$ cat src/sv/fatan_pkg.sv
// Package: widths, constants and shared types of the fast atan2 unit.
package fatan_pkg;

  localparam int IN_WIDTH   = 16;
  localparam int FRAC_BITS  = 13;
  localparam int OUT_WIDTH  = FRAC_BITS + 3;
  localparam int RATIO_BITS = 30;

  localparam int IN_TDATA_W  = ((2 * IN_WIDTH + 7) / 8) * 8;
  localparam int OUT_TDATA_W = ((OUT_WIDTH + 7) / 8) * 8;

  localparam int MAG_W = IN_WIDTH;
  localparam int R_W   = RATIO_BITS + 1;
  localparam int D_W   = RATIO_BITS + 1;
  localparam int Q_W   = FRAC_BITS + 1;
  localparam int N_W   = R_W + FRAC_BITS;
  localparam int SUM_W = OUT_WIDTH + 1;

  // floor(7*s/25) == (s * RECIP) >> RECIP_SHIFT for s <= 2^RATIO_BITS
  localparam int RECIP_W     = 31;
  localparam int RECIP_SHIFT = 32;
  localparam logic [RECIP_W-1:0] RECIP = RECIP_W'(64'd1202590843);
  localparam int QT_W = R_W + RECIP_W - RECIP_SHIFT;

  localparam logic [D_W-1:0] D_ONE = D_W'(1) << RATIO_BITS;

  localparam logic [63:0] PI_Q60 = 64'h3243F6A8885A308D;
  localparam logic [63:0] PI_Q64 = (PI_Q60 + (64'd1 << (59 - FRAC_BITS))) >> (60 - FRAC_BITS);
  localparam logic [63:0] HALF_PI_Q64 =
      (PI_Q60 + (64'd1 << (60 - FRAC_BITS))) >> (61 - FRAC_BITS);
  localparam logic signed [SUM_W-1:0] PI_Q       = SUM_W'(PI_Q64);
  localparam logic signed [SUM_W-1:0] NEG_PI_Q   = -PI_Q;
  localparam logic signed [SUM_W-1:0] HALF_PI_Q  = SUM_W'(HALF_PI_Q64);

  // back pipeline layout
  localparam int SQ_IDX    = R_W;
  localparam int RC_IDX    = R_W + 1;
  localparam int DN_IDX    = R_W + 2;
  localparam int DIV2_BASE = R_W + 3;
  localparam int PIPE_LEN  = R_W + 3 + Q_W;

  localparam int FIFO_DEPTH = 4;
  localparam int FIFO_PTR_W = $clog2(FIFO_DEPTH);
  localparam int FIFO_CNT_W = $clog2(FIFO_DEPTH + 1);

  typedef enum logic [2:0] {
    OFF_ZERO,
    OFF_PI,
    OFF_NEG_PI,
    OFF_HALF,
    OFF_NEG_HALF,
    OFF_HALF_M_PI
  } fatan_off_e;

  typedef struct packed {
    fatan_off_e off;
    logic       use_f;
    logic       f_neg;
  } fatan_meta_t;

  typedef struct packed {
    logic [MAG_W-1:0] lo;
    logic [MAG_W-1:0] hi;
    fatan_meta_t      meta;
  } fatan_item_t;

endpackage

$ cat src/sv/fatan_fifo.sv
// Short request queue between the front end and the arithmetic back end.
module fatan_fifo (
  input  logic                   clk_i,
  input  logic                   rst_ni,
  input  logic                   push_i,
  input  fatan_pkg::fatan_item_t item_i,
  output logic                   full_o,
  input  logic                   pop_i,
  output fatan_pkg::fatan_item_t item_o,
  output logic                   empty_o
);

  fatan_pkg::fatan_item_t             mem_q [fatan_pkg::FIFO_DEPTH];
  logic [fatan_pkg::FIFO_PTR_W-1:0]   wr_ptr_q, wr_ptr_d, rd_ptr_q, rd_ptr_d;
  logic [fatan_pkg::FIFO_CNT_W-1:0]   cnt_q, cnt_d;

  assign full_o  = (cnt_q == fatan_pkg::FIFO_CNT_W'(fatan_pkg::FIFO_DEPTH));
  assign empty_o = (cnt_q == '0);
  assign item_o  = mem_q[rd_ptr_q];

  always_comb begin
    wr_ptr_d = push_i ? wr_ptr_q + 1'b1 : wr_ptr_q;
    rd_ptr_d = pop_i ? rd_ptr_q + 1'b1 : rd_ptr_q;
    cnt_d    = cnt_q;
    if (push_i && !pop_i) begin
      cnt_d = cnt_q + 1'b1;
    end else if (pop_i && !push_i) begin
      cnt_d = cnt_q - 1'b1;
    end
  end

  always_ff @(posedge clk_i or negedge rst_ni) begin
    if (!rst_ni) begin
      wr_ptr_q <= '0;
      rd_ptr_q <= '0;
      cnt_q    <= '0;
    end else begin
      wr_ptr_q <= wr_ptr_d;
      rd_ptr_q <= rd_ptr_d;
      cnt_q    <= cnt_d;
    end
  end

  always_ff @(posedge clk_i) begin
    if (push_i) begin
      mem_q[wr_ptr_q] <= item_i;
    end
  end

endmodule

$ cat config.mk
export PLATFORM = sky130hd
export DESIGN_NAME = fatan_fifo
export DESIGN_NICKNAME = d
export VERILOG_FILES = /design/src/sv/fatan_pkg.sv /design/src/sv/fatan_fifo.sv
export SDC_FILE = /design/constraint.sdc
export NUM_CORES = 1
export LEC_CHECK = 0
export BUFFER_PORTS_ARGS = -buffer_cell sky130_fd_sc_hd__clkbuf_2
export CAP_MARGIN = 5
export CORE_MARGIN = 10
export CORE_UTILIZATION = 31
export DETAILED_ROUTE_END_ITERATION = 10
export SETUP_SLACK_MARGIN = 0.4
export SLEW_MARGIN = 40
export SYNTH_ARGS = -nofsm -noshare
export SYNTH_HDL_FRONTEND = slang
export SYNTH_SLANG_ARGS = --single-unit
$ cat constraint.sdc
create_clock -name clk_i -period 2 [get_ports clk_i]
set_input_delay 0.1 -clock clk_i [delete_from_list [all_inputs] [get_ports clk_i]]
set_output_delay 0.1 -clock clk_i [all_outputs]
set_load 0.03 [all_outputs]
After elaboration in Yosys (flattened, before gate mapping)
Memory sizes are Yosys's and may differ from the RTL's.
Cells that the tools add are included.
{ "word_totals": {"mem_count": 1, "ramBits": 148, "mem_bits_ro": 0, "input_bits": 41, "output_inout_bits": 39, "latchBits": 0, "ff_bits": 7} }
{ "memory_table": {"columns": ["memory", "depth", "word_bits", "rd", "rd_clocked_by_memory_dff", "write_ports", "line_no", "source"], "rows": [
  ["mem_q", 4, 37, 1, 0, 1, "fatan_fifo.sv:13", "fatan_pkg::fatan_item_t mem_q [fatan_pkg::FIFO_DEPTH];"]
]} }
{ "op_classes": {"div": 0, "addsub": 4, "shift": 0, "n_eq_ne": 1, "reduce_logical": 6, "bitwise_logic": 0, "order_cmp": 0, "multipliers": 0, "n_mux": 4} }
{ "ops": {"columns": ["operator", "count"], "rows": [
  ["2-to-1 mux 3 bit", 2],
  ["adder 2 x 1 -> 2 bit (second input constant)", 2],
  ["adder 3 x 1 -> 3 bit (second input constant)", 1],
  ["equality test 3 bit (second input constant)", 1],
  ["zero test 3 bit", 1],
  ["subtractor 3 x 1 -> 3 bit (second input constant)", 1],
  ["logical AND 1 bit", 2],
  ["zero test 1 bit", 2],
  ["2-to-1 mux 1 bit", 2],
  ["nonzero test 2 bit", 1]
]} }

Depth between registers and ports, before layout
Gate-level depths: netlist of the first run.
{ "depth": {"depth_word": 4, "depth_mapped": 7, "ltp_nobuf": 7} }

Worst setup path before layout of the first run
OpenSTA, ideal clock, no wires.
{ "synth_timing": {"path_type": "register -> register", "from": "register wr_ptr_q[0] (netlist name)", "to": "memory mem_q[2][0] (netlist name) (enable)", "stages_incl_launch_ff": 4, "setup_slack_ns": 0.080, "t_arrival_ns": 1.522, "period_less_slack_ns": 1.920, "setup_ns": 0.398, "path_cell_list": "dfrtp_1 inv_1 ha_1 and2_1"} }
{ "synth_rtl": {"columns": ["item", "line_no", "source"], "rows": [
  ["start, declared", "fatan_fifo.sv:14", "logic [fatan_pkg::FIFO_PTR_W-1:0] wr_ptr_q, wr_ptr_d, rd_ptr_q, rd_ptr_d;"],
  ["start signal, assigned", "fatan_fifo.sv:38", "wr_ptr_q <= wr_ptr_d;"],
  ["end, declared", "fatan_fifo.sv:13", null]
]} }
No word-level cell before the write port.

==> qor.csv, run 1 <==
metric;value;unit
I/O Buffers;79;
crit path kind;reg -> out;
peak supply drop;0.760;mV
num ports;80;
CTS Buffer Depth;2;
max-cap violations;0;
total track usage;0.0997;
non-filler cells, final;627;
crit-path cells;buf_4 -> buf_12 -> mux4_2 -> clkbuf_2;
slowest stage delay, CP;0.53;ns
RSZ-0062 raised after global routing;true;
pins over their slew limit;0;
Area growth syn-to-layout;38.3;%
final worst path period share;0.964;
first-pass GRT wire length;17900;µm
Worst EP required;1.90;ns
fmax;519;MHz
clock-pin slew on the worst setup and hold paths;0.06;ns
area leader, netlist;edfxtp_1;
worst-margin pin slew;0.372;ns
dpl ws;0.421;ns
largest net degree at the start of global routing;24;
gpl congestion;0.633;
register area share after synthesis;0.807;
Syn Inst Count;227;
most common cell after layout, fill and taps aside;edfxtp_1;
Final WS setup;0.0719;ns
FP Rows;49;
clock period minus worst slack;1.93;ns
startpoint types;flop;
post-route setup TNS;0;ns
Inserted Clock Buffers;17;
Synth area leaders;edfxtp_1, mux4_2, dfrtp_1;
Worst EP arrival;1.83;ns
status;complete, no violations;
ANT cells;0;
die area;0.0243;mm²
Via density;4.46;
setup violators final;0;
DP Cell Count;539;
clk sink count;155;
# nets final;432;
LEAKAGE;0.00281;µW
Worst Hold Class;in -> async;
CTS tree;yes;
slowest CP cell;mux4_2;
total core area;0.0181;mm²
Final Util;0.438;
syn avg cell area;25.2;µm²
total grt overflow;0;
hpwl dp;6980;µm
top-area cell type share of the netlist area;0.776;
initial antenna violation count;0;
final wirelength;12000;µm
library cells used by synthesis;19;
Syn. warnings;0;
effective utilization at floorplan;0.316;
Clock Skew;0.00722;ns
WHS;0.0555;ns
Residual DRC;0;
vias in the first global route;3138;
routed via count;2794;
H-tree Lvls;4;
FF+latch count, synth;155;
Avg WL per Cell;19.1;µm
Filler cells;1539;
power per cell area;1590;mW/mm²
most frequent cells in the layout;edfxtp_1, clkbuf_2, dlygate4sd3_1;
antenna-violating nets left;0;
first-pass iteration count of the detailed router;4;
clk_lat worst skew;0.41;ns
First DRT Iteration DRCs;113;
share of cells above drive strength 1;0.457;
Rel. slew slack;0.752;
Die X;156;µm
Die H;156;µm
syn_nets;274;
root buf cell;clkbuf_16;
Worst setup EP type;output pin;
final hold violation count;0;
multi-input logic area;0.00104;mm²
Max FO, Critical Path;6;
synthesized area;0.00572;mm²
Reg area;0.00462;mm²
==> registers in the layout, indices dropped and copies added (netlist names) <==
signal,flops
mem_q,148
wr_ptr_q,2
rd_ptr_q,2
cnt_q,3
==> routing by layer <==
metal,track usage,vias to the layer above,share of wire,wire length [µm]
li1,-,1272,-,-
met1,0.122,1451,0.44,5280
met2,0.159,59,0.50,5980
met3,0.0358,12,0.047,557
met4,0.0364,0,0.012,140
met5,0,-,0,0
==> cells by family after synthesis <==
kind of cell	synth area share
and+or+nand+nor	0.00852
xor gates and xnor gates	0.00918
buffers and inverters	0.0125
adders and majority gates	0.0144
DFF	0.807
AOI/OAI and AO/OA	0.000873
muxes	0.148
==> worst max-delay path: cells and delay by family (launching register included) <==
family | cells | cell delay, ns
buffers and inverters | 3 | 0.47
flip-flops | 1 | 0.40
multiplexers | 1 | 0.53
==> final timing paths <==
check | depth (start not counted) | end | from | slack [ns]
hold / removal | 2 | cnt_q[2] | rst_ni | 0.06
min in group clk_i | 3 | rd_ptr_q[0] | pop_i | 0.44
setup / recovery | 4 | item_o[33] | rd_ptr_q[0] | 0.07
setup reg to reg | 4 | mem_q[2][7] | wr_ptr_q[0] | 0.50
hold reg to reg | 1 | cnt_q[2] | cnt_q[2] | 0.51
max in group asynchronous | 2 | rd_ptr_q[1] | rst_ni | 1.74
==> per-stage QoR <==
stage	instance area, µm²	total power (µW)
final	7920	12600
after global routing	7920	13200
after CTS	7580	11900
after detailed placement	6470	8370
after global placement	6470	8310
after floorplan	5730	7180
==> cells in the mapped netlist (all sizes together) <==
library cell  instances
fa                    1
nor2                  1
mux4                 37
buf                   7
nand2                 2
ha                    5
xor2                  4
xnor2                 2
and2                  4
edfxtp              148
mux2                  1
dfrtp                 7
clkbuf                1
nor3                  1
inv                   4
o21ai                 1
nor3b                 1
==> report_power, final <==
| group | leakage, µW | switching (µW) | total [µW] | internal [µW] |
|---|---|---|---|---|
| Combinational | 0.00110 | 2580 | 4990 | 2420 |
| Clock | 0.000268 | 1240 | 3090 | 1840 |
| Sequential | 0.00144 | 224 | 4490 | 4270 |
| Total | 0.00281 | 4040 | 12600 | 8530 |
==> final cells by class <==
| cell class | instances | share of cell area |
|---|---|---|
| sequential | 155 | 0.584 |
| timing repair buffer | 147 | 0.173 |
| multi-input combinational | 60 | 0.132 |
| clock buffer | 19 | 0.0547 |
| tap | 229 | 0.0362 |
| clock inverter | 13 | 0.0180 |
| inverter | 4 | 0.00190 |
==> timing repair <==
item,CTS,global route
gates resized for setup,21,120
pin swaps,0,2
hold buffers,40,0
cloned,1,3
buffers inserted,2,10
hold endpoints to repair,159,0
endpoints found under the setup margin,37,38
Note: power is estimated with default switching activity, not from simulation.
==> run 2, diff against run 1 <==
--- a/config.mk
+++ b/config.mk
@@ -5,11 +5,13 @@
 export SDC_FILE = /design/constraint.sdc
 export NUM_CORES = 1
 export LEC_CHECK = 0
-export BUFFER_PORTS_ARGS = -buffer_cell sky130_fd_sc_hd__clkbuf_2
 export CAP_MARGIN = 5
 export CORE_MARGIN = 10
 export CORE_UTILIZATION = 31
 export DETAILED_ROUTE_END_ITERATION = 10
+export DONT_BUFFER_PORTS = 1
+export HOLD_SLACK_MARGIN = 0.06
+export REMOVE_ABC_BUFFERS = 1
 export SETUP_SLACK_MARGIN = 0.4
 export SLEW_MARGIN = 40
 export SYNTH_ARGS = -nofsm -noshare
==> run 2 against run 1 <==
Net effect: clock power up 10%; total power down 7.1%; non-clock buffer count down 84; combinational power down 23%; fmax up 2.9%; global-route usage down 0.35 points; utilization down 3.4 points; sequential cell count unchanged; wire length down 3.4%.
==> qor.csv, run 2 (synthesis gave the netlist of run 1 again) <==
metric;value;unit;change
status;complete, no violations;;
Worst EP required;1.90;ns;about the same
Top reg by flops;mem_q;;
max-cap violations;0;;unchanged
I/O Buffers;0;;-100%
fin area;0.00730;mm²;-7.7%
Clock Skew;0.00671;ns;-0.000510 ns
clk sink count;155;;unchanged
Filler cells;1554;;+0.97%
most frequent cells in the layout;edfxtp_1, dlygate4sd3_1, mux4_2;;
Die X;156;µm;unchanged
Area growth syn-to-layout;27.6;%;
LEAKAGE;0.00241;µW;-14%
Placement Cell Area;0.00611;mm²;-5.6%
Max FO, Critical Path;5;;-1
vias in the first global route;2773;;-12%
worst-margin pin slew;0.379;ns;+0.00714 ns
num ports;80;;unchanged
total core area;0.0181;mm²;unchanged
WHS;0.128;ns;+0.0724 ns
FP Rows;49;;unchanged
sw frac;0.323;;+0.00116
crit path kind;reg -> out;;
initial antenna violation count;2;;+2
Routed met3 length;871;µm;+56%
first-pass iteration count of the detailed router;4;;unchanged
routed via count;2516;;-9.9%
clock-pin slew on the worst setup and hold paths;0.06;ns;about the same
Inserted Clock Buffers;17;;unchanged
Met1 Wirelength;4500;µm;-15%
Largest register FFs;148;;unchanged
clk_lat worst skew;0.41;ns;about the same
die area;0.0243;mm²;unchanged
Residual DRC;0;;unchanged
Comb power frac;0.327;;-0.070
clock period minus worst slack;1.87;ns;-0.0543 ns
met2 WL;6150;µm;+2.8%
Int Power;7900;µW;-7.3%
largest net degree at the start of global routing;32;;+33%
switching pwr;3770;µW;-6.8%
Flop pwr share;0.380;;+0.023
clock power share;0.292;;+0.046
final worst path period share;0.937;;-0.0272
share of cells above drive strength 1;0.299;;-0.158
fmax;534;MHz;+2.9%
root buf cell;clkbuf_16;;
peak supply drop;0.597;mV;-21%
antenna-violating nets left;0;;unchanged
total track usage;0.0962;;-0.00351
power per cell area;1600;mW/mm²;+0.62%
final hold violation count;0;;unchanged
CTS tree;yes;;
Worst setup EP type;output pin;;
First DRT Iteration DRCs;147;;+30%
pins over their slew limit;0;;unchanged
CTS Buffer Depth;2;;unchanged
Die H;156;µm;unchanged
final wirelength;11600;µm;-3.4%
Worst EP arrival;1.77;ns;-0.06 ns
total grt overflow;0;;unchanged
Rel. slew slack;0.747;;-0.00476
Via density;4.62;;+3.6%
gpl congestion;0.680;;+7.5%
H-tree Lvls;4;;unchanged
Avg WL per Cell;21.2;µm;+11%
startpoint types;flop;;
setup violators final;0;;unchanged
effective utilization at floorplan;0.316;;unchanged
RSZ-0062 raised after global routing;true;;
top sig layer;met4;;
most common cell after layout, fill and taps aside;edfxtp_1;;
first-pass GRT wire length;17200;µm;-4.1%
biggest regs;mem_q: 148 flops, cnt_q: 3 flops;;
Worst Hold Class;in -> reg;;
# nets final;348;;-19%
hpwl dp;7110;µm;+1.8%
## run 2: area by class of cell
cell class	instances	area, µm²	share of cell area
flip-flops and latches	155	4620	0.633
multi-input cells	60	1040	0.142
diodes	2	5.00	0.000685
inverters	4	15.0	0.00206
clock inverters	13	199	0.0272
well taps	229	287	0.0392
repair buffers	63	702	0.0961
clock buffers	19	433	0.0593
## run 2: critical path: stages (launching register included)
cell and delay, ns:
dfrtp_4 0.50, buf_4 0.16, clkbuf_16 0.16, mux4_2 0.54
## run 2: per-layer routing
metal | GRT usage | up-vias
li1 | - | 1105
met1 | 0.104 | 1337
met2 | 0.163 | 70
met4 | 0.0270 | 0
met3 | 0.0482 | 4
met5 | 0 | -
## run 2: final timing paths
check	cells after the start	to	from	slack [ns]
min	1	mem_q[3][21]	push_i	0.13
max in group asynchronous	2	rd_ptr_q[0]	rst_ni	1.16
min reg2reg	1	cnt_q[2]	cnt_q[2]	0.49
max reg2reg	4	mem_q[2][18]	wr_ptr_q[0]	0.53
max	3	item_o[16]	rd_ptr_q[0]	0.13
min in group asynchronous	2	cnt_q[0]	rst_ni	0.57
## run 2: what timing repair did
action / in CTS / in global routing
setup buffers: 3 / 4
hold endpoints to repair: 169 / 0
setup endpoints to repair: 39 / 91
resized for setup: 1 / 12
hold buffers: 41 / 0
gates cloned: 0 / 2
## run 2: power by group through the flow
stage / registers [µW] / logic [µW] / clock network [µW]
finish: 4440 / 3820 / 3410
global route: 4490 / 4080 / 3640
CTS: 4480 / 3640 / 3500
detailed placement: 4600 / 3420 / 0
global placement: 4560 / 3410 / 0
floorplan: 4720 / 2370 / 0
## run 2: metrics by stage
step	setup TNS (ns)	power, µW	setup slack, ns	cells	utilization
after CTS	0	11600	0.0933	537	0.397
after global placement	0	7970	0.394	461	0.338
final	0	11700	0.126	545	0.404
after floorplan	-17.26	7100	-0.463	219	-
after global routing	0	12200	0.0817	545	0.404
after detailed placement	0	8020	0.371	461	0.338
