## config.mk

```make
export PLATFORM = sky130hd
export DESIGN_NAME = fatan_front
export DESIGN_NICKNAME = d
export VERILOG_FILES = /design/src/sv/fatan_pkg.sv /design/src/sv/fatan_front.sv
export SDC_FILE = /design/constraint.sdc
export NUM_CORES = 1
export LEC_CHECK = 0
export BUFFER_PORTS_ARGS = -buffer_cell sky130_fd_sc_hd__buf_2
export CORE_MARGIN = 5
export CORE_UTILIZATION = 45
export CTS_CLUSTER_DIAMETER = 80
export CTS_CLUSTER_SIZE = 28
export DETAILED_ROUTE_END_ITERATION = 10
export GPL_ROUTABILITY_DRIVEN = 0
export PLACE_DENSITY = 0.71
export SYNTH_ARGS = -nofsm -noshare
export SYNTH_HDL_FRONTEND = slang
export SYNTH_SLANG_ARGS = --single-unit
export TNS_END_PERCENT = 100
```

## constraint.sdc

```tcl
create_clock -name clk_i -period 2.15 [get_ports clk_i]
set_input_delay 0.43 -clock clk_i [delete_from_list [all_inputs] [get_ports clk_i]]
set_output_delay 0.43 -clock clk_i [all_outputs]
set_load 0.03 [all_outputs]
```

## src/sv/fatan_pkg.sv

```systemverilog
// Package: widths, constants and shared types of the fast atan2 unit.
package fatan_pkg;

  localparam int IN_WIDTH   = 16;
  localparam int FRAC_BITS  = 13;
  localparam int OUT_WIDTH  = FRAC_BITS + 3;
  localparam int RATIO_BITS = 30;

  localparam int IN_TDATA_W  = ((2 * IN_WIDTH + 7) / 8) * 8;
  localparam int OUT_TDATA_W = ((OUT_WIDTH + 7) / 8) * 8;

  localparam int MAG_W = IN_WIDTH;
  localparam int R_W   = RATIO_BITS + 1;
  localparam int D_W   = RATIO_BITS + 1;
  localparam int Q_W   = FRAC_BITS + 1;
  localparam int N_W   = R_W + FRAC_BITS;
  localparam int SUM_W = OUT_WIDTH + 1;

  // floor(7*s/25) == (s * RECIP) >> RECIP_SHIFT for s <= 2^RATIO_BITS
  localparam int RECIP_W     = 31;
  localparam int RECIP_SHIFT = 32;
  localparam logic [RECIP_W-1:0] RECIP = RECIP_W'(64'd1202590843);
  localparam int QT_W = R_W + RECIP_W - RECIP_SHIFT;

  localparam logic [D_W-1:0] D_ONE = D_W'(1) << RATIO_BITS;

  localparam logic [63:0] PI_Q60 = 64'h3243F6A8885A308D;
  localparam logic [63:0] PI_Q64 = (PI_Q60 + (64'd1 << (59 - FRAC_BITS))) >> (60 - FRAC_BITS);
  localparam logic [63:0] HALF_PI_Q64 =
      (PI_Q60 + (64'd1 << (60 - FRAC_BITS))) >> (61 - FRAC_BITS);
  localparam logic signed [SUM_W-1:0] PI_Q       = SUM_W'(PI_Q64);
  localparam logic signed [SUM_W-1:0] NEG_PI_Q   = -PI_Q;
  localparam logic signed [SUM_W-1:0] HALF_PI_Q  = SUM_W'(HALF_PI_Q64);

  // back pipeline layout
  localparam int SQ_IDX    = R_W;
  localparam int RC_IDX    = R_W + 1;
  localparam int DN_IDX    = R_W + 2;
  localparam int DIV2_BASE = R_W + 3;
  localparam int PIPE_LEN  = R_W + 3 + Q_W;

  localparam int FIFO_DEPTH = 4;
  localparam int FIFO_PTR_W = $clog2(FIFO_DEPTH);
  localparam int FIFO_CNT_W = $clog2(FIFO_DEPTH + 1);

  typedef enum logic [2:0] {
    OFF_ZERO,
    OFF_PI,
    OFF_NEG_PI,
    OFF_HALF,
    OFF_NEG_HALF,
    OFF_HALF_M_PI
  } fatan_off_e;

  typedef struct packed {
    fatan_off_e off;
    logic       use_f;
    logic       f_neg;
  } fatan_meta_t;

  typedef struct packed {
    logic [MAG_W-1:0] lo;
    logic [MAG_W-1:0] hi;
    fatan_meta_t      meta;
  } fatan_item_t;

endpackage

```

## src/sv/fatan_front.sv

```systemverilog
// Front end: takes a request, forms magnitudes and picks the octant handling.
module fatan_front (
  input  logic                                  clk_i,
  input  logic                                  rst_ni,
  input  logic                                  in_valid_i,
  output logic                                  in_ready_o,
  input  logic signed [fatan_pkg::IN_WIDTH-1:0] x_coord_i,
  input  logic signed [fatan_pkg::IN_WIDTH-1:0] y_coord_i,
  output logic                                  push_o,
  output fatan_pkg::fatan_item_t                item_o,
  input  logic                                  full_i
);

  logic                          valid_q, valid_d;
  fatan_pkg::fatan_item_t        item_q, item_d;
  logic [fatan_pkg::MAG_W-1:0]   ax, ay;
  logic                          x_neg, y_neg, x_zero, y_zero, same, low;

  assign x_neg  = x_coord_i[fatan_pkg::IN_WIDTH-1];
  assign y_neg  = y_coord_i[fatan_pkg::IN_WIDTH-1];
  assign x_zero = (x_coord_i == '0);
  assign y_zero = (y_coord_i == '0);
  assign same   = (x_neg == y_neg);
  assign ax     = fatan_pkg::MAG_W'(x_neg ? -x_coord_i : x_coord_i);
  assign ay     = fatan_pkg::MAG_W'(y_neg ? -y_coord_i : y_coord_i);
  assign low    = (ay < ax);

  always_comb begin
    item_d.lo         = ax;
    item_d.hi         = ay;
    item_d.meta.use_f = 1'b1;
    item_d.meta.f_neg = same;
    item_d.meta.off   = y_neg ? fatan_pkg::OFF_HALF_M_PI : fatan_pkg::OFF_HALF;
    if (x_zero) begin
      item_d.meta.use_f = 1'b0;
      item_d.meta.f_neg = 1'b0;
      if (y_zero) begin
        item_d.meta.off = fatan_pkg::OFF_ZERO;
      end else if (y_neg) begin
        item_d.meta.off = fatan_pkg::OFF_NEG_HALF;
      end else begin
        item_d.meta.off = fatan_pkg::OFF_HALF;
      end
    end else if (low) begin
      item_d.lo         = ay;
      item_d.hi         = ax;
      item_d.meta.f_neg = !(same || y_zero);
      if (!x_neg) begin
        item_d.meta.off = fatan_pkg::OFF_ZERO;
      end else if (y_neg) begin
        item_d.meta.off = fatan_pkg::OFF_NEG_PI;
      end else begin
        item_d.meta.off = fatan_pkg::OFF_PI;
      end
    end
  end

  assign push_o     = valid_q && !full_i;
  assign in_ready_o = !valid_q || !full_i;
  assign item_o     = item_q;

  always_comb begin
    valid_d = valid_q;
    if (in_valid_i && in_ready_o) begin
      valid_d = 1'b1;
    end else if (push_o) begin
      valid_d = 1'b0;
    end
  end

  always_ff @(posedge clk_i or negedge rst_ni) begin
    if (!rst_ni) begin
      valid_q <= 1'b0;
    end else begin
      valid_q <= valid_d;
    end
  end

  always_ff @(posedge clk_i) begin
    if (in_valid_i && in_ready_o) begin
      item_q <= item_d;
    end
  end

endmodule

```

# == Word-level counts from Yosys, hierarchy flattened ==
# Index checks and enable logic that the tools add are counted.
# word_totals
register_bits,38
output_inout_bits,39
input_bits,36
word_cells,34
# op_classes
n_reduce_logical,10
n_eq_ne,1
n_addsub,2
mux,14
magnitude_cmp,1
# ops
operator,count
$mux 35,1
$logic_not 16->1,2
$mux 16,2
$mux 32,1
$neg 16->16,2
$lt 16x16->1,1
$mux 3,5
$mux 1,4
$logic_not 1->1,3
$logic_and 1x1->1,2
$logic_or 1x1->1,2
$mux 2,1
$reduce_bool 2->1,1
$eq 1x1->1,1

# == Longest topological paths before layout ==
# Gate-level depths: netlist of the first run.
# logic_depth
depth_word,5
mapped_depth,14
mapped_depth_nobuf,13

# == Worst setup path before layout of the first run ==
# Ideal clock, no wire load.
# synth_path
kind,input port to flip-flop
from,input port y_coord_i[2] (netlist bit)
to,"register item_q, in the netlist item_o[3], data pin"
setup_slack_ns,-1.714
setup_time_ns,0.260
t_arrival_ns,3.604
stages,11
cell_sequence,or3_2 -> or3_4 -> o31ai_1 -> xor2_1 -> inv_1 -> ha_1 -> nand4_1 -> or4_1 -> o32a_1 -> nand3_2 -> mux2_2
# synth_lines
item,line,text
start: declaration,fatan_front.sv:8,"input logic signed [fatan_pkg::IN_WIDTH-1:0] y_coord_i,"
end signal: assignment,fatan_front.sv:81,item_q <= item_d;
end: declaration,fatan_front.sv:15,"fatan_pkg::fatan_item_t item_q, item_d;"

==> impl_metrics.tcl, run 1 <==
set metrics [dict create \
    status "complete, but fails checks" \
    failed_checks "negative setup slack" \
    cts-root-buf "clkbuf_8" \
    dr_wl_met2_um 3930 \
    die_y_um 86.5 \
    final_hold_viol_count 0 \
    clock-sinks 38 \
    required_ps 2190 \
    worstHoldStart "in_valid_i" \
    fin_crit_sh_pct 178 \
    dr.pass1.iters 4 \
    hp-class "primary input to flip-flop" \
    yosysTopAreaCell "edfxtp_1" \
    ys.flop_type "edfxtp_1" \
    route.detailed.drc 0 \
    slew_violations 0 \
    syn_area_um2 2640 \
    fin_skew_ps 4.52 \
    synth_top_area_share_pct 42.1 \
    maxCapViolations 0 \
    synth_cells 232 \
    finalWirelength_um 7610 \
    drive_gt1_share_pct 49.3 \
    fin_nets 460 \
    fp.dieW_um 86.5 \
    grt-ovfl-total 0 \
    h-tree-depth 2 \
    grt_pass1_vias 2613 \
    fmaxAchievable_ghz 0.261 \
    rows 27 \
    cp-start-kind "primary input" \
    clk_path_buf_depth 2 \
    setup.worst_path.class "primary input to flip-flop" \
    antenna_found_initial 0 \
    rsz0062_at_grt "true" \
    met1_length_um 3000 \
    netlist_top_cells_count "edfxtp_1 (37), mux2i_1 (35), xor2_1 (23)" \
    reg2regPathDepth 3 \
    drtIter0Drc 193 \
    insertion_delay_ps 290 \
    r2r_slack_ps 790 \
    endpoint_kind "flip-flop" \
    avgRoutedWirePerCell_um 15.9 \
    clk_pin_slew_ps 70 \
    period_minus_slack_ps 3820 \
    min_to "valid_q" \
    antenna_cells 0 \
    synth-seq-cells 38 \
    dp.cells 458 \
    setup_viol_count_final 36 \
    maxUsedRoutingLayer "met4" \
    io_pins 75 \
    hold_ws_ps 344 \
    finalPower_mw 2.66 \
    start_util_pct 47.0 \
    area.growth.synth_to_final_pct 54.0 \
    coreArea_um2 5610 \
    synth.avg_cell_area_um2 11.4 \
    worstPathArrival_ps 3870 \
    powerDensity_nw_per_um2 654 \
    ys_warn_count 0 \
    worst_pin_slew_ps 466 \
    slew_headroom_pct 69.0 \
    wl_met3_um 514 \
    grt_usage_pct 21.1 \
    startpoint "y_coord_i[3]" \
    port_buffers 74 \
    rr_startpoint "valid_q" \
    peakVddDrop_v 0.000422 \
    grt_max_degree 38 \
    dpl.hpwl_um 5560 \
    ys_async_sr_fraction_pct 2.63 \
    vias 2499 \
    pre_cts_slack_ps -1930 \
    yosysSeqAreaShare_pct 43.1 \
    synth_most_common_cell "edfxtp_1" \
    grt_pass1_wl_um 12500 \
    synth.net_count 287 \
    yosys-top-cells-area "edfxtp_1 (42%), mux2i_1 (13%), ha_1 (9.0%), xor2_1 (7.6%), inv_1 (3.0%)" \
    synth-edff-count 37 \
    p_leak_nw 1.89 \
    fill_cells 412 \
    worst_hold_path.num_cells 2 \
    layoutNonFillerInstCount 478 \
    r2r-end "item_o[8]" \
    cp_max_fo 4 \
    dieArea_um2 7490 \
    numCtsBuffers 5 \
    drt-vias-per-instance 5.23 \
    fin_ws_ps -1670 \
    antenna_left 0 \
    cts_tree "yes" \
    yosysUniqueCellTypes 38 \
]
==> report_power, final <==
group          total, mW  switching, mW  internal [mW]
combinational       1.19          0.630          0.563
sequential         0.957         0.0169          0.940
clock              0.506          0.247          0.259
total               2.66          0.894           1.76
==> placed cells by master, fill, tap and decap left out, types with 6 or more instances in the layout <==
cell      synthesis  layout
ha_1             19      19
o21ai_0          11      10
clkbuf_8          0       6
nor2_1            6       6
inv_1            21      21
buf_4             0      90
xor2_1           23      21
mux2i_1          35      30
buf_2             0      73
nand2_1          16      15
edfxtp_1         37      37
==> metal layers <==
layer | global-route usage, % | up-vias
met4 | 6.66 | 0
met5 | 0 | -
met3 | 4.28 | 14
met2 | 37.0 | 92
met1 | 26.0 | 1188
li1 | - | 1205
==> kinds of logic after synthesis <==
group	share of synthesized area, %
multiplexers	13.7
adder cells (fa/ha/maj)	9.02
AO/OA/AOI/OAI	9.06
AND/OR/NAND/NOR	11.9
XOR/XNOR	8.64
flip-flops	43.1
buffers and inverters	4.56
==> what timing repair did <==
action	4_1_cts	5_1_grt
endpoints found under the hold margin	1	0
endpoints found under the setup margin	36	36
setup buffers	9	2
cloned	1	0
hold buffers	1	0
pin swaps	4	4
gates resized for setup	8	8
==> worst max path at each step <==
| stage | endpoint | slack, ps | depth (start not counted) |
|---|---|---|---|
| floorplan | item_o[3] | -1670 | 11 |
| global placement | item_o[3] | -1840 | 12 |
| detailed placement | item_o[3] | -1930 | 12 |
| CTS | item_o[3] | -1590 | 12 |
| global route | item_o[30] | -1810 | 14 |
| finish | item_o[3] | -1670 | 12 |
==> through the flow <==
step           TNS [ps]  area (um^2)  util, %
3_5_place_dp     -66910         3760     67.1
3_3_place_gp     -63460         3760     67.1
5_1_grt          -63340         4060     72.4
2_1_floorplan    -55600         2670        -
6_report         -58190         4060     72.4
4_1_cts          -55120         4020     71.7
==> area by class of cell <==
| cell class | count | area [um^2] | share of cell area (%) |
|---|---|---|---|
| well taps | 72 | 90.1 | 2.22 |
| inverters | 21 | 78.8 | 1.94 |
| repair buffers | 171 | 1180 | 29.1 |
| clock inverters | 1 | 5.00 | 0.123 |
| clock buffers | 7 | 86.3 | 2.13 |
| multi-input cells | 168 | 1480 | 36.5 |
| flip-flops and latches | 38 | 1140 | 28.0 |
==> critical path, cell delays in order <==
cell and delay (ps):
buf_6 90, or4_4 560, or3_4 400, o41ai_4 250, xor2_1 220, inv_1 60
ha_1 300, nand4_1 150, or4_1 530, o32a_1 350, nand3_4 160, mux2_2 350
==> flip-flops by register name (all words and copies together), names as in the netlist <==
signal,flops
item_o,37
valid_q,1
Power figures use the tool's default switching activity.
==> inputs of run 2 (changes only) <==
ABC_AREA = 1   (was default)
PLACE_DENSITY = 0.7   (was 0.71)
==> run 2 against run 1 <==
  * The run still ends with negative setup slack left
  * Final cell count up 39%
  * Area after synthesis grew 9.0%
  * Combinational power grew 15%
  * Clock skew decreased by 2.6 ps
  * Utilization is 6.2 points higher
  * Hold slack improved by 23 ps
  * Register-to-register slack gained 30 ps
  * Final area increased by 22%
  * Synthesized cell count rose by 65%
  * Sequential power is essentially flat
  * Critical path depth grew 7
  * Critical endpoint is now item_o[25]
  * Highest routed layer unchanged
==> impl_metrics.tcl, run 2 <==
set metrics [dict create \
    status "complete, but fails checks" \
    failed_checks "negative setup slack" \
    grt_pass1_vias 3335 \
    synth-edff-count 37 \
    fmaxAchievable_ghz 0.358 \
    synth_most_common_cell "nand2_1" \
    r2r_slack_ps 820 \
    antenna_found_initial 0 \
    hp-class "primary input to flip-flop" \
    yosys-top-cells-area "edfxtp_1 (39%), nand2_1 (17%), ha_1 (8.3%), inv_1 (7.3%), xor2_1 (4.6%)" \
    fin_crit_sh_pct 130 \
    die_y_um 89.9 \
    antenna_cells 0 \
    io_pins 75 \
    clk_pin_slew_ps 70 \
    drtIter0Drc 264 \
    fin_area_um2 4930 \
    yosysSeqAreaShare_pct 39.5 \
    peakVddDrop_v 0.000525 \
    reg2regPathDepth 2 \
    endpoint "item_o[25]" \
    grt-ovfl-total 0 \
    ys.flop_type "edfxtp_1" \
    yosysTopAreaCell "edfxtp_1" \
    dpl.hpwl_um 6540 \
    drive_gt1_share_pct 50.5 \
    cp_slowest_stage_delay_ps 280 \
    fill_cells 372 \
    path_buf_inv 5 \
    synth_top_area_share_pct 38.7 \
    critPathSlowestCell "ha_4" \
    antenna_left 0 \
    port_buffers 74 \
    ys_async_sr_fraction_pct 2.63 \
    slew_violations 0 \
    synth.net_count 438 \
    insertion_delay_ps 290 \
    layoutNonFillerInstCount 663 \
    synth_cells 383 \
    worst_path_dominant_cell_family "simple AND/OR/NAND/NOR gates" \
    cts_tree "yes" \
    rsz0062_at_grt "true" \
    ys_warn_count 0 \
    drt-vias-per-instance 5.23 \
    worst_pin_slew_ps 467 \
    hold_ws_ps 368 \
    final_cell_mix "buf_4 (121), nand2_1 (118), buf_2 (69)" \
    final_hold_viol_count 0 \
    p_leak_nw 2.53 \
    h-tree-depth 2 \
    period_minus_slack_ps 2790 \
    dieArea_um2 8080 \
    cts-root-buf "clkbuf_8" \
    final_common_cell "buf_4" \
    cp-start-kind "primary input" \
    required_ps 2200 \
    start_util_pct 45.8 \
    powerDensity_nw_per_um2 624 \
    cp_max_fo 16 \
    largest_reg_flops 37 \
    worstPathArrival_ps 2840 \
    fin_skew_ps 1.93 \
    maxCapViolations 0 \
    clk_path_buf_depth 2 \
    netlist_top_cells_count "nand2_1 (133), inv_1 (56), edfxtp_1 (37)" \
    yosysUniqueCellTypes 32 \
    vias 3468 \
    slew_headroom_pct 68.9 \
    numCtsBuffers 5 \
    fin_nets 640 \
    rr_startpoint "valid_q" \
    critical_path.most_common_cell "nand2_1" \
    fin_ws_ps -642 \
    grt_usage_pct 22.4 \
    setup.worst_path.class "primary input to flip-flop" \
    r2r-end "item_o[18]" \
    finalWirelength_um 10300 \
    setup_viol_count_final 36 \
    pre_cts_slack_ps -961 \
    clock-sinks 38 \
    coreArea_um2 6280 \
    grt_pass1_wl_um 15100 \
    startpoint "y_coord_i[0]" \
    fin_setup_tns_ps -21400 \
    area.growth.synth_to_final_pct 71.7 \
    endpoint_kind "flip-flop" \
    crit_chain "buf_8, inv_8, ha_4, inv_4, nor3_4, nand2_2, o21ai_4, nand2_1, nand2_1, nand2_2, ha_4, nand4_1, nor2_1, nand2_2, nand3_4, buf_12, inv_8, nand2_1, nand2_1" \
    syn_area_um2 2870 \
    grt_max_degree 38 \
    avgRoutedWirePerCell_um 15.6 \
    rows 29 \
    synth.avg_cell_area_um2 7.50 \
    synth-seq-cells 38 \
    dp.cells 629 \
    fp.dieW_um 89.9 \
    dr.pass1.iters 6 \
    route.detailed.drc 0 \
    placed_cell_area_um2 4190 \
    cp.depth 19 \
]
## run 2: cell types whose count changed after synthesis, moves of 14 or more
| cell | previous run | this run |
|---|---|---|
| nand2_1 | 16 | 133 |
| mux2i_1 | 35 | 0 |
| nor2_1 | 6 | 30 |
| inv_1 | 21 | 56 |
| o21ai_1 | 0 | 17 |
| nand3_1 | 1 | 15 |
## run 2: worst min-delay path by stage
stage | start | to | slack (ps) | cells after the start
floorplan | rst_ni | valid_q | 130 | 0
global placement | rst_ni | valid_q | 210 | 1
detailed placement | rst_ni | valid_q | 210 | 1
CTS | in_valid_i | valid_q | 370 | 3
global route | in_valid_i | valid_q | 400 | 3
finish | in_valid_i | valid_q | 370 | 3
## run 2: kinds of logic (layout without fill, tap and decap cells)
logic type                 count (synthesis)  in the layout  share of synthesized area [%]
adders and majority gates                 19             19                           8.27
and+or+nand+nor                          202            202                           29.8
xor gates and xnor gates                  18             18                           5.75
DFF                                       38             38                           39.5
buffers and inverters                     69            272                           9.80
AOI/OAI and AO/OA                         37             37                           6.83
## run 2: power breakdown
part	leakage, nW	internal [mW]	switching, mW
Combinational	2.10	0.572	0.797
Sequential	0.365	0.937	0.0182
Clock	0.0714	0.495	0.260
Total	2.53	2.00	1.08
## run 2: what timing repair did
| action | CTS | global route |
|---|---|---|
| hold buffers | 1 | 0 |
| resized for setup | 48 | 44 |
| hold endpoints to repair | 1 | 0 |
| setup buffers | 18 | 6 |
| pin swaps | 8 | 20 |
| gates cloned | 0 | 1 |
| endpoints found under the setup margin | 36 | 36 |
## run 2: area by class of cell
class / instances / area, um^2 / area share [%]
clock inverter: 2 / 60.1 / 1.22
clock buffer: 6 / 82.6 / 1.67
sequential: 38 / 1140 / 23.0
multi-input combinational: 276 / 1840 / 37.3
inverter: 61 / 267 / 5.40
tap: 77 / 96.3 / 1.95
timing repair buffer: 203 / 1450 / 29.4
## run 2: worst min-delay path, stage by stage
cell     delay [ps]
buf_2            80
inv_1            60
nand2_1          70
## run 2: per-stage QoR
| stage | power (mW) | util (%) |
|---|---|---|
| floorplan | 1.62 | - |
| global placement | 2.03 | 66.7 |
| detailed placement | 2.06 | 66.7 |
| CTS | 2.90 | 74.4 |
| global route | 3.22 | 78.6 |
| finish | 3.08 | 78.6 |
## run 2: metal layers
metal / track usage [%] / vias to the layer above / routed length [um]
met5: 0 / - / 0
met4: 7.94 / 0 / 524
met3: 3.17 / 43 / 719
met2: 40.1 / 174 / 5060
met1: 27.4 / 1632 / 4020
li1: - / 1619 / -
